**config.mk**
```make
export PLATFORM = sky130hd
export DESIGN_NAME = two_axis_move_to_target_flat
export DESIGN_NICKNAME = d
export VERILOG_FILES = /design/src/rtl/tamt_pkg.sv /design/src/rtl/tamt_if.sv /design/src/rtl/tamt_div.sv /design/src/rtl/two_axis_move_to_target.sv /design/src/flat_wrapper.sv
export SDC_FILE = /design/constraint.sdc
export NUM_CORES = 1
export LEC_CHECK = 0
export BUFFER_PORTS_ARGS = -buffer_cell sky130_fd_sc_hd__buf_2
export CORE_MARGIN = 4
export CORE_UTILIZATION = 39
export CTS_CLUSTER_DIAMETER = 120
export DETAILED_ROUTE_END_ITERATION = 7
export PLACE_DENSITY = 0.66
export RECOVER_POWER = 50
export SYNTH_ARGS = -nofsm -noshare
export SYNTH_HDL_FRONTEND = slang
export SYNTH_SLANG_ARGS = --single-unit
```
**constraint.sdc**
```tcl
create_clock -name clock -period 11.4 [get_ports clock]
set_input_delay 1.14 -clock clock [delete_from_list [all_inputs] [get_ports clock]]
set_output_delay 1.14 -clock clock [all_outputs]
set_load 0.05 [all_outputs]
```
**src/rtl/tamt_pkg.sv**
```systemverilog
// Shared types and constants for the two-axis move-to-target block.
`timescale 1ns / 1ps
package tamt_pkg;

   localparam int SPEED_W  = 12;
   localparam int OPCODE_W = 2;
   localparam logic [SPEED_W-1:0] SPEED_RESET = 12'd256;

   typedef enum logic [OPCODE_W-1:0] {
      OP_PLACE = 2'd0,
      OP_AIM   = 2'd1,
      OP_TICK  = 2'd2,
      OP_NOP   = 2'd3
   } op_type;

   typedef enum logic [2:0] {
      ST_IDLE,
      ST_DECODE,
      ST_MUL,
      ST_DIV,
      ST_RESP
   } state_type;

endpackage

```
**src/rtl/tamt_if.sv**
```systemverilog
// Channel interfaces: command, result and speed register write.
`timescale 1ns / 1ps
interface tamt_req_if #(parameter int COORD_BITS = 12);
   logic                          valid;
   logic                          ready;
   logic [tamt_pkg::OPCODE_W-1:0] opcode;
   logic [COORD_BITS-1:0]         target_x;
   logic [COORD_BITS-1:0]         target_y;

   modport source (output valid, output opcode, output target_x, output target_y,
                   input ready);
   modport sink   (input valid, input opcode, input target_x, input target_y,
                   output ready);
endinterface

interface tamt_rsp_if #(parameter int POS_BITS = 20);
   logic                valid;
   logic                ready;
   logic [POS_BITS-1:0] pos_x;
   logic [POS_BITS-1:0] pos_y;
   logic                is_moving;

   modport source (output valid, output pos_x, output pos_y, output is_moving,
                   input ready);
   modport sink   (input valid, input pos_x, input pos_y, input is_moving,
                   output ready);
endinterface

interface tamt_csr_if;
   logic                         valid;
   logic                         ready;
   logic [tamt_pkg::SPEED_W-1:0] speed;

   modport source (output valid, output speed, input ready);
   modport sink   (input valid, input speed, output ready);
endinterface

```
**src/rtl/tamt_div.sv**
```systemverilog
// Iterative restoring divider, one quotient bit per cycle.
`timescale 1ns / 1ps
module tamt_div #(
   parameter int DEN_W  = 12,
   parameter int QUOT_W = 12
) (
   input  logic                      clock,
   input  logic                      reset,
   input  logic                      start,
   input  logic [DEN_W+QUOT_W-1:0]   num,
   input  logic [DEN_W-1:0]          den,
   output logic                      busy,
   output logic                      done,
   output logic [QUOT_W-1:0]         quot
);
   // The caller guarantees num < den << QUOT_W, so the quotient fits QUOT_W bits
   // and the upper part of num already is a valid partial remainder.
   localparam int NUM_W = DEN_W + QUOT_W;
   localparam int CNT_W = $clog2(QUOT_W + 1);

   logic [DEN_W-1:0] rem_ff, rem_in;
   logic [DEN_W-1:0] den_ff, den_in;
   logic [QUOT_W-1:0] q_ff, q_in;
   logic [CNT_W-1:0] cnt_ff, cnt_in;
   logic busy_ff, busy_in;
   logic done_ff, done_in;

   logic [DEN_W:0] trial;
   logic [DEN_W:0] diff;
   logic           fits;

   always_comb begin
      trial = {rem_ff, q_ff[QUOT_W-1]};
      diff  = trial - {1'b0, den_ff};
      fits  = trial >= {1'b0, den_ff};
   end

   always_comb begin
      rem_in  = rem_ff;
      den_in  = den_ff;
      q_in    = q_ff;
      cnt_in  = cnt_ff;
      busy_in = busy_ff;
      done_in = 1'b0;
      if (start) begin
         rem_in  = num[NUM_W-1:QUOT_W];
         q_in    = num[QUOT_W-1:0];
         den_in  = den;
         cnt_in  = CNT_W'(QUOT_W);
         busy_in = 1'b1;
      end else if (busy_ff) begin
         rem_in = fits ? diff[DEN_W-1:0] : trial[DEN_W-1:0];
         q_in   = {q_ff[QUOT_W-2:0], fits};
         cnt_in = cnt_ff - CNT_W'(1);
         if (cnt_ff == CNT_W'(1)) begin
            busy_in = 1'b0;
            done_in = 1'b1;
         end
      end
   end

   always_ff @(posedge clock) begin
      if (reset) begin
         busy_ff <= 1'b0;
         done_ff <= 1'b0;
         cnt_ff  <= '0;
      end else begin
         busy_ff <= busy_in;
         done_ff <= done_in;
         cnt_ff  <= cnt_in;
      end
      rem_ff <= rem_in;
      den_ff <= den_in;
      q_ff   <= q_in;
   end

   assign busy = busy_ff;
   assign done = done_ff;
   assign quot = q_ff;

endmodule

```
**src/rtl/two_axis_move_to_target.sv**
```systemverilog
// Top level: point mover with place, aim and tick commands.
`timescale 1ns / 1ps
// Holds a fixed-point position (COORD_BITS integer, FRAC_BITS fraction bits), a
// whole-pixel target and per-axis steps. Each command transaction returns one
// result transaction with the position and the moving flag. Place, tick and the
// unused opcode pass from accept through the decode and response states. Aim
// passes through decode, multiply, divide and response; the restoring divider
// produces one bit of the minor-axis step per cycle, and an aim with zero
// distance skips the divider. A result stalled by rsp ready adds its wait to
// the command behind it. The block takes one command at a time; req ready is
// high only between commands, and a finished result waits in an output register
// while the next command is accepted. The speed register can be written at any
// time but should only change while idle.
module two_axis_move_to_target #(
   parameter int COORD_BITS = 12,
   parameter int FRAC_BITS  = 8
) (
   input logic         clock,
   input logic         reset,
   tamt_req_if.sink    req_bus,
   tamt_rsp_if.source  rsp_bus,
   tamt_csr_if.sink    csr_bus
);
   localparam int POS_W = COORD_BITS + FRAC_BITS;
   localparam int SPD_W = tamt_pkg::SPEED_W;
   localparam int NUM_W = COORD_BITS + SPD_W;

   tamt_pkg::state_type state_ff, state_in;

   logic [SPD_W-1:0]      speed_ff;
   tamt_pkg::op_type      op_ff, op_in;
   logic [COORD_BITS-1:0] tgt_x_ff, tgt_x_in, tgt_y_ff, tgt_y_in;
   logic [POS_W-1:0]      cur_x_ff, cur_x_in, cur_y_ff, cur_y_in;
   logic [COORD_BITS-1:0] goal_x_ff, goal_x_in, goal_y_ff, goal_y_in;
   logic [SPD_W-1:0]      step_x_ff, step_x_in, step_y_ff, step_y_in;
   logic                  moving_ff, moving_in;
   logic [COORD_BITS-1:0] dx_ff, dx_in, dy_ff, dy_in;
   logic                  x_major_ff, x_major_in;
   logic [POS_W-1:0]      rsp_x_ff, rsp_x_in, rsp_y_ff, rsp_y_in;
   logic                  rsp_mv_ff, rsp_mv_in;
   logic                  rsp_valid_ff, rsp_valid_in;

   logic                  accept, div_start, rsp_load, any_dist, div_busy, div_done;
   logic [SPD_W-1:0]      quot;
   logic [NUM_W-1:0]      product;
   logic [COORD_BITS-1:0] div_den;
   logic                  x_major;
   logic [POS_W:0]        adv_x, adv_y;

   function automatic logic [COORD_BITS-1:0] whole_dist(input logic [POS_W-1:0] p,
                                                        input logic [COORD_BITS-1:0] goal);
      logic [POS_W-1:0] g;
      logic [POS_W-1:0] d;
      g = {goal, {FRAC_BITS{1'b0}}};
      d = (p > g) ? (p - g) : (g - p);
      return d[POS_W-1:FRAC_BITS];
   endfunction

   // {moved, new position}
   function automatic logic [POS_W:0] advance(input logic [POS_W-1:0] p,
                                              input logic [COORD_BITS-1:0] goal,
                                              input logic [SPD_W-1:0] step);
      logic [POS_W-1:0] g;
      logic [POS_W-1:0] s;
      logic [POS_W:0]   r;
      g = {goal, {FRAC_BITS{1'b0}}};
      s = POS_W'(step);
      if (p < g) begin
         r = {1'b1, ((g - p) < s) ? g : (p + s)};
      end else if (p > g) begin
         r = {1'b1, ((p - g) < s) ? g : (p - s)};
      end else begin
         r = {1'b0, p};
      end
      return r;
   endfunction

   // Next state
   always_comb begin
      state_in = state_ff;
      unique case (state_ff)
         tamt_pkg::ST_IDLE:   if (req_bus.valid) state_in = tamt_pkg::ST_DECODE;
         tamt_pkg::ST_DECODE: begin
            state_in = (op_ff == tamt_pkg::OP_AIM) ? tamt_pkg::ST_MUL : tamt_pkg::ST_RESP;
         end
         tamt_pkg::ST_MUL:    state_in = any_dist ? tamt_pkg::ST_DIV : tamt_pkg::ST_RESP;
         tamt_pkg::ST_DIV:    if (div_done) state_in = tamt_pkg::ST_RESP;
         tamt_pkg::ST_RESP:   if (!rsp_valid_ff || rsp_bus.ready) state_in = tamt_pkg::ST_IDLE;
         default:             state_in = tamt_pkg::ST_IDLE;
      endcase
   end

   // Sequencer outputs
   always_comb begin
      accept    = 1'b0;
      div_start = 1'b0;
      rsp_load  = 1'b0;
      unique case (state_ff)
         tamt_pkg::ST_IDLE: accept    = req_bus.valid;
         tamt_pkg::ST_MUL:  div_start = any_dist;
         tamt_pkg::ST_RESP: rsp_load  = !rsp_valid_ff || rsp_bus.ready;
         default: ;
      endcase
   end

   assign req_bus.ready = (state_ff == tamt_pkg::ST_IDLE) && !reset;
   assign csr_bus.ready = !reset;

   // Major axis gets full speed; ties go to y, which still yields speed on x.
   assign any_dist = (dx_ff != '0) || (dy_ff != '0);
   assign x_major  = dx_ff > dy_ff;
   assign product  = NUM_W'(x_major ? dy_ff : dx_ff) * NUM_W'(speed_ff);
   assign div_den  = x_major ? dx_ff : dy_ff;
   assign adv_x    = advance(cur_x_ff, goal_x_ff, step_x_ff);
   assign adv_y    = advance(cur_y_ff, goal_y_ff, step_y_ff);

   tamt_div #(
      .DEN_W  (COORD_BITS),
      .QUOT_W (SPD_W)
   ) u_div (
      .clock (clock),
      .reset (reset),
      .start (div_start),
      .num   (product),
      .den   (div_den),
      .busy  (div_busy),
      .done  (div_done),
      .quot  (quot)
   );

   always_comb begin
      op_in        = op_ff;
      tgt_x_in     = tgt_x_ff;
      tgt_y_in     = tgt_y_ff;
      cur_x_in     = cur_x_ff;
      cur_y_in     = cur_y_ff;
      goal_x_in    = goal_x_ff;
      goal_y_in    = goal_y_ff;
      step_x_in    = step_x_ff;
      step_y_in    = step_y_ff;
      moving_in    = moving_ff;
      dx_in        = dx_ff;
      dy_in        = dy_ff;
      x_major_in   = x_major_ff;
      rsp_x_in     = rsp_x_ff;
      rsp_y_in     = rsp_y_ff;
      rsp_mv_in    = rsp_mv_ff;
      rsp_valid_in = rsp_valid_ff && !rsp_bus.ready;

      if (accept) begin
         op_in    = tamt_pkg::op_type'(req_bus.opcode);
         tgt_x_in = req_bus.target_x;
         tgt_y_in = req_bus.target_y;
      end

      if (state_ff == tamt_pkg::ST_DECODE) begin
         case (op_ff)
            tamt_pkg::OP_PLACE: begin
               cur_x_in  = {tgt_x_ff, {FRAC_BITS{1'b0}}};
               cur_y_in  = {tgt_y_ff, {FRAC_BITS{1'b0}}};
               goal_x_in = tgt_x_ff;
               goal_y_in = tgt_y_ff;
               moving_in = 1'b0;
            end
            tamt_pkg::OP_AIM: begin
               goal_x_in = tgt_x_ff;
               goal_y_in = tgt_y_ff;
               dx_in     = whole_dist(cur_x_ff, tgt_x_ff);
               dy_in     = whole_dist(cur_y_ff, tgt_y_ff);
               moving_in = 1'b1;
            end
            tamt_pkg::OP_TICK: begin
               if (moving_ff) begin
                  cur_x_in  = adv_x[POS_W-1:0];
                  cur_y_in  = adv_y[POS_W-1:0];
                  moving_in = adv_x[POS_W] || adv_y[POS_W];
               end
            end
            default: ;
         endcase
      end

      if (state_ff == tamt_pkg::ST_MUL) begin
         x_major_in = x_major;
         if (!any_dist) begin
            step_x_in = '0;
            step_y_in = '0;
         end else if (x_major) begin
            step_x_in = speed_ff;
         end else begin
            step_y_in = speed_ff;
         end
      end

      if (div_done) begin
         if (x_major_ff) step_y_in = quot;
         else step_x_in = quot;
      end

      if (rsp_load) begin
         rsp_x_in     = cur_x_ff;
         rsp_y_in     = cur_y_ff;
         rsp_mv_in    = moving_ff;
         rsp_valid_in = 1'b1;
      end
   end

   always_ff @(posedge clock) begin
      if (reset) begin
         state_ff     <= tamt_pkg::ST_IDLE;
         speed_ff     <= tamt_pkg::SPEED_RESET;
         cur_x_ff     <= '0;
         cur_y_ff     <= '0;
         goal_x_ff    <= '0;
         goal_y_ff    <= '0;
         step_x_ff    <= '0;
         step_y_ff    <= '0;
         moving_ff    <= 1'b0;
         rsp_valid_ff <= 1'b0;
      end else begin
         state_ff     <= state_in;
         if (csr_bus.valid) speed_ff <= csr_bus.speed;
         cur_x_ff     <= cur_x_in;
         cur_y_ff     <= cur_y_in;
         goal_x_ff    <= goal_x_in;
         goal_y_ff    <= goal_y_in;
         step_x_ff    <= step_x_in;
         step_y_ff    <= step_y_in;
         moving_ff    <= moving_in;
         rsp_valid_ff <= rsp_valid_in;
      end
      op_ff      <= op_in;
      tgt_x_ff   <= tgt_x_in;
      tgt_y_ff   <= tgt_y_in;
      dx_ff      <= dx_in;
      dy_ff      <= dy_in;
      x_major_ff <= x_major_in;
      rsp_x_ff   <= rsp_x_in;
      rsp_y_ff   <= rsp_y_in;
      rsp_mv_ff  <= rsp_mv_in;
   end

   assign rsp_bus.valid     = rsp_valid_ff;
   assign rsp_bus.pos_x     = rsp_x_ff;
   assign rsp_bus.pos_y     = rsp_y_ff;
   assign rsp_bus.is_moving = rsp_mv_ff;

   // Divider only runs while the sequencer waits on it
   a_div_in_div_state: assert property (@(posedge clock) disable iff (reset)
      div_done |-> state_ff == tamt_pkg::ST_DIV)
      else $error("divider finished outside the divide state");

   a_idle_div_quiet: assert property (@(posedge clock) disable iff (reset)
      state_ff == tamt_pkg::ST_IDLE |-> !div_busy)
      else $error("divider busy while idle");

   a_aim_sets_moving: assert property (@(posedge clock) disable iff (reset)
      (state_ff == tamt_pkg::ST_DECODE && op_ff == tamt_pkg::OP_AIM) |=> moving_ff)
      else $error("aim did not set the moving flag");

   a_place_clears_moving: assert property (@(posedge clock) disable iff (reset)
      (state_ff == tamt_pkg::ST_DECODE && op_ff == tamt_pkg::OP_PLACE) |=> !moving_ff)
      else $error("place left the moving flag set");

endmodule
```
**src/flat_wrapper.sv**
```systemverilog
// flat-port wrapper written by rule: the top's interface ports become plain ports
module two_axis_move_to_target_flat 
#(
   parameter int COORD_BITS = 12,
   parameter int FRAC_BITS  = 8
)
  (clock, reset, req_bus_valid, req_bus_opcode, req_bus_target_x, req_bus_target_y, req_bus_ready, rsp_bus_valid, rsp_bus_pos_x, rsp_bus_pos_y, rsp_bus_is_moving, rsp_bus_ready, csr_bus_valid, csr_bus_speed, csr_bus_ready);
  tamt_req_if #(.COORD_BITS(COORD_BITS)) req_bus_i ();
  tamt_rsp_if rsp_bus_i ();
  tamt_csr_if csr_bus_i ();
  input logic clock;
  input logic reset;
  input wire logic [$bits(req_bus_i.valid)-1:0] req_bus_valid;
  input wire logic [$bits(req_bus_i.opcode)-1:0] req_bus_opcode;
  input wire logic [$bits(req_bus_i.target_x)-1:0] req_bus_target_x;
  input wire logic [$bits(req_bus_i.target_y)-1:0] req_bus_target_y;
  output wire logic [$bits(req_bus_i.ready)-1:0] req_bus_ready;
  output wire logic [$bits(rsp_bus_i.valid)-1:0] rsp_bus_valid;
  output wire logic [$bits(rsp_bus_i.pos_x)-1:0] rsp_bus_pos_x;
  output wire logic [$bits(rsp_bus_i.pos_y)-1:0] rsp_bus_pos_y;
  output wire logic [$bits(rsp_bus_i.is_moving)-1:0] rsp_bus_is_moving;
  input wire logic [$bits(rsp_bus_i.ready)-1:0] rsp_bus_ready;
  input wire logic [$bits(csr_bus_i.valid)-1:0] csr_bus_valid;
  input wire logic [$bits(csr_bus_i.speed)-1:0] csr_bus_speed;
  output wire logic [$bits(csr_bus_i.ready)-1:0] csr_bus_ready;
  assign req_bus_i.valid = req_bus_valid;
  assign req_bus_i.opcode = req_bus_opcode;
  assign req_bus_i.target_x = req_bus_target_x;
  assign req_bus_i.target_y = req_bus_target_y;
  assign req_bus_ready = req_bus_i.ready;
  assign rsp_bus_valid = rsp_bus_i.valid;
  assign rsp_bus_pos_x = rsp_bus_i.pos_x;
  assign rsp_bus_pos_y = rsp_bus_i.pos_y;
  assign rsp_bus_is_moving = rsp_bus_i.is_moving;
  assign rsp_bus_i.ready = rsp_bus_ready;
  assign csr_bus_i.valid = csr_bus_valid;
  assign csr_bus_i.speed = csr_bus_speed;
  assign csr_bus_ready = csr_bus_i.ready;
  two_axis_move_to_target #(.COORD_BITS(COORD_BITS), .FRAC_BITS(FRAC_BITS)) u_core (.clock(clock), .reset(reset), .req_bus(req_bus_i), .rsp_bus(rsp_bus_i), .csr_bus(csr_bus_i));
endmodule
```
# Yosys cells after proc, flatten, opt, wreduce, memory -nomap -nowiden
# Index checks and enable logic that the tools add are counted.
# word_totals
out_inout_bits,44
mem_bits_ro,0
wordCells,140
mem_bits_rw,0
latchBits,0
input_bits,43
mem_count,0
ff_bits,239
# op_classes
n_mul,1
n_mux,49
n_lt_le_gt_ge,12
reduce_logical,24
div_mod_pow,0
n_bitwise,1
addsub,14
n_eq_ne,13
shift,0
# op_table
cell,n
$mux W12,17
$mux W20,8
$sub A20 B20 Y20,8
$mux W21,4
$gt A20 B20 Y1,4
$lt A20 B12 Y1,4
$pmux W20 S2,2
$add A20 B12 Y20,2
$lt A20 B20 Y1,2
$sub A20 B12 Y20,2
$mul A24 B12 Y24,1
$reduce_bool A12 Y1,2
$mux W3,5
$pmux W3 S5,1
$ge A13 B12 Y1,1
$gt A12 B12 Y1,1
$sub A12 B12 Y12,1
$mux W1,9
$mux W4,2
$reduce_and A4 Y1,2
$eq A3 B2 Y1 const B,2
$ne A3 B1 Y1 const B,2
$reduce_and A2 Y1,3
$eq A4 B1 Y1 const B,1
19 further kinds,28

# Logic depth before layout (Yosys ltp)
# logic_depth
ltp_word,8
ltp_mapped,37
ltp_nobuf,33

# By module
# A second synthesis with hierarchy kept.
# hier_totals
cells_unflattened,2690
hier_area_um2,23425.0
# modules_own_cells
mod,seq_area_each_um2,cells_per_inst,area_each_um2,n_inst
two_axis_move_to_target,4864.7,2490,21043.9,1
tamt_div,1201.2,200,2381.0,1

# Least setup slack after synthesis
# OpenSTA, ideal clock, no wires.
# synth_timing
path_kind,register to register
startpoint,register u_core.dx_ff[9]
endpoint,register u_core.u_div.rem_ff[11] (data pin)
path_buffers,3
arrival_ns,6.961
path_slack_ns,4.171
setup_time_ns,0.268
period_less_slack_ns,7.229
required_ns,11.132
path_stages_with_launch,33
cell_sequence,edfxtp_1 > ha_1 > a21o_1 > a21o_1 > a21oi_1 > o21ai_0 > o22a_1 > clkbuf_1 > inv_2 > clkbuf_1 > nand2_1 > o21ai_0 > clkbuf_1 > nand2_1 > fa_1 > fa_1 > inv_1 > fa_1 > fa_1 > inv_1 > fa_1 > inv_1 > ha_1 > and2_1 > nand4_1 > o31a_1 > a31oi_1 > nand2_1 > a31oi_1 > a21o_1 > a21oi_1 > xnor2_1 > o22ai_1
# synth_via
elab_chain_cells,4
elab_cells_between_ends,7
cone_classes,1 x mul; 1 x order compare; 3 x mux; 2 x reduce/logical
# synth_lines
element,line_no,rtl
from (decl),two_axis_move_to_target.sv:37,"logic [COORD_BITS-1:0] dx_ff, dx_in, dy_ff, dy_in;"
from (signal assigned),two_axis_move_to_target.sv:235,dx_ff <= dx_in;
$gt A12 B12 Y1 or $reduce_bool A12 Y1 (tied branches),"two_axis_move_to_target.sv:111, two_axis_move_to_target.sv:110",
$mux W12 or $logic_or A1 B1 Y1 (tied branches),"two_axis_move_to_target.sv:112, two_axis_move_to_target.sv:110",
$mul A24 B12 Y24 or $mux W1 (tied branches),"two_axis_move_to_target.sv:112, two_axis_move_to_target.sv:98",
$mux W12 (*),tamt_div.sv:45,if (start) begin
via u_core.u_div.rem_in[11],tamt_div.sv:21,"logic [DEN_W-1:0] rem_ff, rem_in;"
to (signal assigned),tamt_div.sv:72,rem_ff <= rem_in;
to (decl),tamt_div.sv:21,
# Mark *: on every way through the listed nets, which the timed path passes. The rest lies on a longest branch.
# A chain may end at the register's enable or synchronous reset.

# Worst setup path in the final report
# Same ends and word-level chain as after synthesis.

==> results.yml <==
run_status:
  outcome: "finished, violations left"
  violations: "max-capacitance violations, max-slew violations"
sta:
  fin_crit_ps: 8242
  fin_worst_skew_ps: 31.07
  period_share_pct: 72.30
  setup_viol: 0
  slew_headroom_pct: -108.7
  worst_slew_pin_slew_ps: 3130
  slew_violations: 210
  fmax_mhz: 121.3
  worst_slack_ps: 3158
  rsz0062_at_grt: "false"
  hold_viol_final: 0
  holdWs_ps: 498.0
  timing.setup.tns_ps: 0
logic_synthesis:
  synth_edf_count: 128
  ys_dominant_reg_cell: "edfxtp_1"
  synthArstFlopShare_pct: 0
  syn_inst: 2676
  synth_nets: 3088
  synth_warnings: 0
  ys_types: 88
  syn_area_um2: 23160
  yosysTopAreaCell: "edfxtp_1"
  synth.area.top_cells: "edfxtp_1 (17%), ha_1 (14%), dfxtp_1 (9.6%), fa_1 (9.4%), inv_1 (4.9%)"
  yosysSeqAreaShare_pct: 26.19
  ys_ff_latch: 239
  syn_avg_cell_area_um2: 8.654
  synth_top_area_share_pct: 16.60
clocking:
  cts_root_buffer: "clkbuf_16"
  htree_num_levels: 1
  cts_buffer_depth: 3
  clk_latency_ps: 600
  cts_tree: "done"
  ctsResizeCount: 0
  clock-sinks: 239
  postCtsHoldBufs: 0
  cts_made_buffers: 31
  clkTransAtPathRegs_ps: 60
  cts_setup_buffers: 0
placement:
  place.gp.congestion: 0.9160
  dp.cells: 3441
  port_buffers: 86
  dp_hpwl_mm: 50.41
  place_area_um2: 24330
  pre_cts_ws_ps: 3322
die:
  start_util_pct: 39.31
  die_h_um: 251.7
  die_area_um2: 63340
  io_pins: 87
  row_count: 89
  core_um2: 58910
  die_width_um: 251.7
pwr:
  peakVddDrop_mv: 0.1064
  p_sw_mw: 1.258
  p_leak_nw: 10.98
  pwr-share-clk_pct: 30.1
  switching_share_pct: 37.83
  internal_power_mw: 2.067
  power_mw: 3.325
  cellPowerDensity_nw_per_um2: 131.5
  p_comb_share_pct: 39.3
  seqPwrFrac_pct: 30.6
final_layout:
  area_delta_synth_final_pct: 9.196
  stdcell_area_um2: 25290
  final_cell_count_no_fill: 3499
  final_cell_mix: "inv_1 (301), nand2_1 (267), ha_1 (260), a21oi_1 (184), nor2_1 (170)"
  n_fill_cell: 5811
  fin_util_pct: 42.93
  drive_gt1_share_pct: 6.456
  diodes: 0
  seqCellArea_um2: 6066
  multi_input_area_um2: 15460
  layout_commonest_cell: "inv_1"
  nets: 3113
flow_run:
  maxCapViolCount: 6
global_route:
  grt_pass1_wl_mm: 105.8
  antenna_found_initial: 0
  track_usage_pct: 20.45
  grt_pass1_vias: 19010
  grt_max_degree: 62
  grt-ovfl-total: 0
drt:
  via_per_inst: 5.609
  wirelength_mm: 66.40
  post_drt_wl_per_cell_um: 18.98
  antenna_left: 0
  vias: 19630
  first_pass_iters: 6
  drcViolationCount: 0
  drt_iter0_markers: 1665
critical_path:
  start_kind: "register"
  criticalPathCategory: "register to register"
  crit_top_cell: "fa_1"
  critPathMaxStageDelay_ps: 700
  cpMaxStageDelayCell: "o22a_1"
  worst_ep_required_time_ps: 11680
  path_max_fanout: 28
  crit_path_end_kind: "register"
  critPathArrivalTime_ps: 8520
hold_path:
  hp-class: "register to register"
flip-flops by register name (all words and copies together), names as in the netlist, 12 cells and up:
name,cells
u_core.cur_x_ff,20
u_core.cur_y_ff,20
u_core.dx_ff,12
u_core.dy_ff,12
u_core.goal_x_ff,12
u_core.goal_y_ff,12
u_core.rsp_bus.pos_x,20
u_core.rsp_bus.pos_y,20
u_core.speed_ff,12
u_core.step_x_ff,12
u_core.step_y_ff,12
u_core.tgt_x_ff,12
u_core.tgt_y_ff,12
u_core.u_div.den_ff,12
u_core.u_div.quot,12
u_core.u_div.rem_ff,12
power groups by stage:
stage | logic (mW) | clock network (mW) | registers (mW)
finish | 1.31 | 1.00 | 1.02
global route | 1.45 | 1.06 | 1.02
CTS | 1.30 | 1.02 | 1.02
detailed placement | 1.29 | 0 | 1.03
global placement | 1.28 | 0 | 1.03
floorplan | 0.971 | 0 | 1.01
per-layer routing:
layer	share of wire (%)	vias up	track usage, %
met5	0	-	0
met2	47	587	34.56
li1	-	9460	-
met4	2.4	0	4.517
met1	45	9489	28.38
met3	5.5	89	2.247
worst max-delay path: cells and delay by family, from the launching register on:
kind                       cells  cell delay [ps]
AOI/OAI and AO/OA             10             2370
xor gates and xnor gates       1              140
adders and majority gates      7             3380
buffers and inverters          5              780
DFF                            1              440
and+or+nand+nor                5              800
synthesized netlist by cell type (18+ instances only):
library cell    n
clkbuf_1      109
edfxtp_1      128
nor2b_1        35
nor3_1         69
fa_1          109
mux2i_1        42
a21o_1         60
and2_1         69
nand3_1        34
xor2_1         27
a211oi_1       46
nand4_1        21
o21ai_0       107
nor2_1        171
inv_1         301
o21a_1         26
a21oi_1       185
o211ai_1       18
xnor2_1        93
ha_1          260
nand2b_1       30
nand2_1       267
or3_1          23
dfxtp_1       111
final timing paths:
kind	from	to	slack, ps	cells after the start
worst max register to register	u_core.dx_ff[9]	u_core.u_div.rem_ff[11]	3160	28
worst max-delay path	u_core.dx_ff[9]	u_core.u_div.rem_ff[11]	3160	28
worst min-delay path	u_core.goal_x_ff[11]	u_core.goal_x_ff[11]	500	2
worst min register to register	u_core.goal_x_ff[11]	u_core.goal_x_ff[11]	500	2
area by class of cell:
| class | count | area share (%) |
|---|---|---|
| Tap cell | 773 | 3.825 |
| Inverter | 305 | 4.527 |
| Clock buffer | 43 | 3.548 |
| Clock inverter | 15 | 0.5888 |
| Multi-Input combinational cell | 2006 | 61.15 |
| Sequential cell | 239 | 23.99 |
| Timing Repair Buffer | 118 | 2.375 |
kinds of logic (layout without fill, tap and decap cells):
family	count (synthesis)	in the layout	synth area share (%)
DFF	239	239	26.19
buffers and inverters	431	481	7.110
xor gates and xnor gates	120	120	4.538
AOI/OAI and AO/OA	671	671	19.81
and+or+nand+nor	792	792	16.48
muxes	54	54	2.399
adders and majority gates	369	369	23.47
Power figures use the tool's default switching activity.
